--- src/rme_pkg.sv ---
// rme_pkg: opcodes, fixed field widths and controller/datapath interface types
// for the register machine execute core. No dependencies.
package rme_pkg;

  // fixed field widths of the instruction and result ports
  localparam int unsigned FUNC_W = 4;
  localparam int unsigned OPA_W  = 10;
  localparam int unsigned OPB_W  = 16;
  localparam int unsigned PC_W   = 10;
  localparam int unsigned WV_W   = 32;

  // largest legal jump target
  localparam logic [63:0] PC_MAX = 64'd1023;

  // instruction opcodes
  typedef enum logic [FUNC_W-1:0] {
    OP_ADD   = 4'd0,
    OP_SUB   = 4'd1,
    OP_MUL   = 4'd2,
    OP_DIV   = 4'd3,
    OP_STORE = 4'd4,
    OP_LOAD  = 4'd5,
    OP_AFC   = 4'd6,
    OP_EQU   = 4'd7,
    OP_INF   = 4'd8,
    OP_INFE  = 4'd9,
    OP_SUP   = 4'd10,
    OP_SUPE  = 4'd11,
    OP_JMP   = 4'd12,
    OP_JMPZ  = 4'd13
  } op_e;

  // controller to datapath commands
  typedef struct packed {
    logic ready;   // idle, an input transfer may happen
    logic accept;  // input transfer this cycle
    logic exec;    // decode and evaluate the captured instruction
    logic commit;  // write back and load the output register
    logic clear;   // clear one data memory word
  } cmd_t;

  // datapath to controller status
  typedef struct packed {
    logic use_unit;    // instruction needs the iterative mul/div unit
    logic unit_done;   // mul/div result is ready
    logic out_free;    // output register can take a result this cycle
    logic clear_last;  // last memory word is being cleared
  } status_t;

endpackage

--- src/rme_ctrl.sv ---
// rme_ctrl: sequencer for the execute core, drives the datapath commands.
// Depends on rme_pkg.
module rme_ctrl (
  input  logic             clk_i,
  input  logic             rst_ni,
  input  logic             in_valid_i,
  input  rme_pkg::status_t status_i,
  output rme_pkg::cmd_t    cmd_o
);

  typedef enum logic [2:0] {
    ST_CLEAR,
    ST_IDLE,
    ST_EXEC,
    ST_ITER,
    ST_WB
  } state_e;

  state_e state_q;

  // state register
  always_ff @(posedge clk_i or negedge rst_ni) begin
    if (!rst_ni) begin
      state_q <= ST_CLEAR;
    end else begin
      unique case (state_q)
        ST_CLEAR: if (status_i.clear_last) state_q <= ST_IDLE;
        ST_IDLE:  if (in_valid_i) state_q <= ST_EXEC;
        ST_EXEC:  state_q <= status_i.use_unit ? ST_ITER : ST_WB;
        ST_ITER:  if (status_i.unit_done) state_q <= ST_WB;
        ST_WB:    if (status_i.out_free) state_q <= ST_IDLE;
        default:  state_q <= ST_CLEAR;
      endcase
    end
  end

  // command decode
  always_comb begin
    cmd_o        = '0;
    cmd_o.ready  = state_q == ST_IDLE;
    cmd_o.accept = (state_q == ST_IDLE) && in_valid_i;
    cmd_o.exec   = state_q == ST_EXEC;
    cmd_o.commit = (state_q == ST_WB) && status_i.out_free;
    cmd_o.clear  = state_q == ST_CLEAR;
  end

endmodule

--- config.mk ---
export PLATFORM = sky130hd
export DESIGN_NAME = rme_ctrl
export DESIGN_NICKNAME = d
export VERILOG_FILES = /design/src/rme_pkg.sv /design/src/rme_ctrl.sv
export SDC_FILE = /design/constraint.sdc
export NUM_CORES = 1
export LEC_CHECK = 0
export BUFFER_PORTS_ARGS = -buffer_cell sky130_fd_sc_hd__buf_4
export CAP_MARGIN = 15
export CORE_AREA = 3 3 40 42
export DETAILED_ROUTE_END_ITERATION = 10
export DIE_AREA = 0 0 43 45
export GPL_TIMING_DRIVEN = 0
export PLACE_DENSITY = 0.39
export SLEW_MARGIN = 15
export SYNTH_ARGS = -nofsm -noshare
export SYNTH_HDL_FRONTEND = slang
export SYNTH_SLANG_ARGS = --single-unit
--- constraint.sdc ---
create_clock -name clk_i -period 1.1 [get_ports clk_i]
set_input_delay 0.165 -clock clk_i [delete_from_list [all_inputs] [get_ports clk_i]]
set_output_delay 0.165 -clock clk_i [all_outputs]
set_load 0.01 [all_outputs]
==> flow_metrics.tcl <==
set metrics [dict create \
    outcome "complete, but fails checks" \
    violations "setup timing" \
    ios 12 \
    cpMaxStageDelayCell "dfrtp_1" \
    grt_first_pass_wirelength_mm 1.05 \
    drt_wl_total_um 623 \
    cp_max_fo 3 \
    p_leak_nw 0.198 \
    wl_per_cell_um 10.2 \
    switching_share_pct 36.4 \
    io_buffer_count 11 \
    placed_area_um2 329 \
    period_needed_ns 1.32 \
    die_x_um 43 \
    clk_path_buf_depth 2 \
    tightest_slew_ns 0.210 \
    syn_area_um2 228 \
    area_growth_pct 89.0 \
    cp-end-kind "output port" \
    pre_cts_ws_ns -0.0955 \
    p_comb_share_pct 64.6 \
    path_clk_slew_ns 0.04 \
    yosys_register_bits 3 \
    slowest_delay_ns 0.37 \
    worst-path-buf-inv 2 \
    reg_top3 "state_q x3" \
    synth_flop_cell "dfrtp_1" \
    crit_chain "clkbuf_8 -> and3_4 -> and2_4 -> buf_6" \
    finalHoldViolations 0 \
    cp.required_ns 0.94 \
    num-nets-final 54 \
    gr-max-usage-layer "met2" \
    worstSetupPathType "flop to output port" \
    met1_usage_pct 8.74 \
    yosys.area.top_type "dfrtp_1" \
    syn-num-nets 33 \
    synth_top_area_share_pct 33.0 \
    via_per_inst 4.30 \
    dp_cells 52 \
    grt_antenna_before_repair 0 \
    cts_root_buffer "clkbuf_4" \
    tritoncts "done" \
    cts_htree_levels 1 \
    cp-start-kind "flop" \
    intPower_mw 0.782 \
    synthCells 26 \
    r2r_setup_slack_ns -0.13 \
    postRouteAntennaNets 0 \
    synthTopCellsByArea "dfrtp_1 (33%), a21oi_1 (6.6%), mux2_4 (6.6%)" \
    grtUsageTotal_pct 7.93 \
    path_delay_family "flip-flops" \
    switchingPower_mw 0.447 \
    grt_pass1_vias 269 \
    grt_max_degree 9 \
    insertion_delay_ns 0.24 \
    rsz0062_at_grt "yes" \
    core_um2 1280 \
    arrival_ns 1.16 \
    p_seq_share_pct 19.0 \
    numClockSinks 3 \
    cts_buffers 3 \
    vias 262 \
    powerDensity_nw_per_um2 2850 \
    rows 13 \
    worstHoldPathType "input pin to flop" \
    min_period_over_period_pct 120 \
    dieArea_um2 1940 \
    finalWorstSetupSlack_ns -0.225 \
    max-cap-violations 0 \
    finalClockSkew_ns 0.00125 \
    drc 0 \
    drive_above_1_share_pct 63.0 \
    drtIter0Drc 2 \
    ys_warn_count 0 \
    gp_congestion 0.829 \
    synth_edf_count 0 \
    ys_seq_area_share_pct 33.0 \
    start_util_pct 17.7 \
    peakVddDrop_v 0.000774 \
    overflow 0 \
    finalSetupViolCount 7 \
    fmax_ghz 0.755 \
    dpl.hpwl_um 433 \
    fin_util_pct 33.5 \
    yosys-top-cells-count "a21oi_1 (3), dfrtp_1 (3), nor2_1 (2)" \
    avgSynthCellArea_um2 8.76 \
    synth.distinct_cells 21 \
    clkPwrFrac_pct 16.3 \
    report.final.slew_viol_count 0 \
    regMostFlops "state_q" \
    firstDrtPassIters 4 \
    use_met3_pct 2.79 \
    postLayoutCellArea_um2 430 \
    met2_usage_pct 11.1 \
    largest_register_ffs 3 \
    final_cells 61 \
    async_reset_ff_share_pct 100 \
    fin_total_pwr_mw 1.23 \
    diodes 0 \
    maxSlewHeadroom_pct 85.9 \
    die_h_um 45 \
]
-- per-stage QoR --
stage	setup TNS [ns]	hold slack [ns]
detailed placement	-0.156	-0.0454
global placement	-0.197	-0.0464
global route	-1.65	0.139
finish	-1.21	0.137
floorplan	0	-0.131
CTS	-1.31	0.149
-- layout make-up --
cell class / instances / area, µm²
repair buffers: 17 / 145
clock buffers: 4 / 26.3
fillers: 141 / 855
plain buffers: 1 / 13.8
well taps: 15 / 18.8
inverters: 2 / 10.0
multi-input cells: 19 / 140
flip-flops and latches: 3 / 76.3
-- kinds of logic (layout without fill, tap and decap cells) --
kind of cell,count (synthesis),after routing,share of synthesized area (%)
AOI/OAI and AO/OA,8,8,21.4
DFF,3,3,33.0
buffers and inverters,4,24,10.4
muxes,2,2,11.0
and+or+nand+nor,9,9,24.2
-- worst paths after layout --
check                            start         end  cells past startpoint
max in group asynchronous       rst_ni  state_q[1]                      2
setup reg to reg            state_q[1]  state_q[0]                      4
setup / recovery            state_q[0]    cmd_o[3]                      4
hold reg to reg             state_q[2]  state_q[1]                      1
min in group asynchronous       rst_ni  state_q[2]                      2
hold / removal             status_i[1]  state_q[2]                      2
-- layer usage --
metal,vias to the layer above,part of all wire (%)
met5,-,0
met4,0,3.4
met3,2,3.7
met2,8,46
met1,117,47
li1,135,-
-- cell usage in the layout, fill, tap and decap left out, types with 2 or more instances in the layout --
master	netlist	routed
a21oi_1	3	3
buf_4	0	12
buf_6	1	4
clkbuf_4	0	3
dfrtp_1	3	2
-- power groups by stage --
stage / clock, mW / sequential [mW] / combinational [mW]
6_report: 0.201 / 0.234 / 0.794
5_1_grt: 0.210 / 0.246 / 0.875
4_1_cts: 0.197 / 0.204 / 0.849
3_5_place_dp: 0 / 0.203 / 0.582
3_3_place_gp: 0 / 0.205 / 0.588
2_1_floorplan: 0 / 0.195 / 0.390
-- what timing repair did --
action	in CTS	in global routing
buffers inserted	5	0
hold endpoints to repair	3	0
resized for setup	12	2
setup endpoints to repair	7	8
hold buffers	1	0
pin swaps	4	3
(Power assumes the default switching activity.)
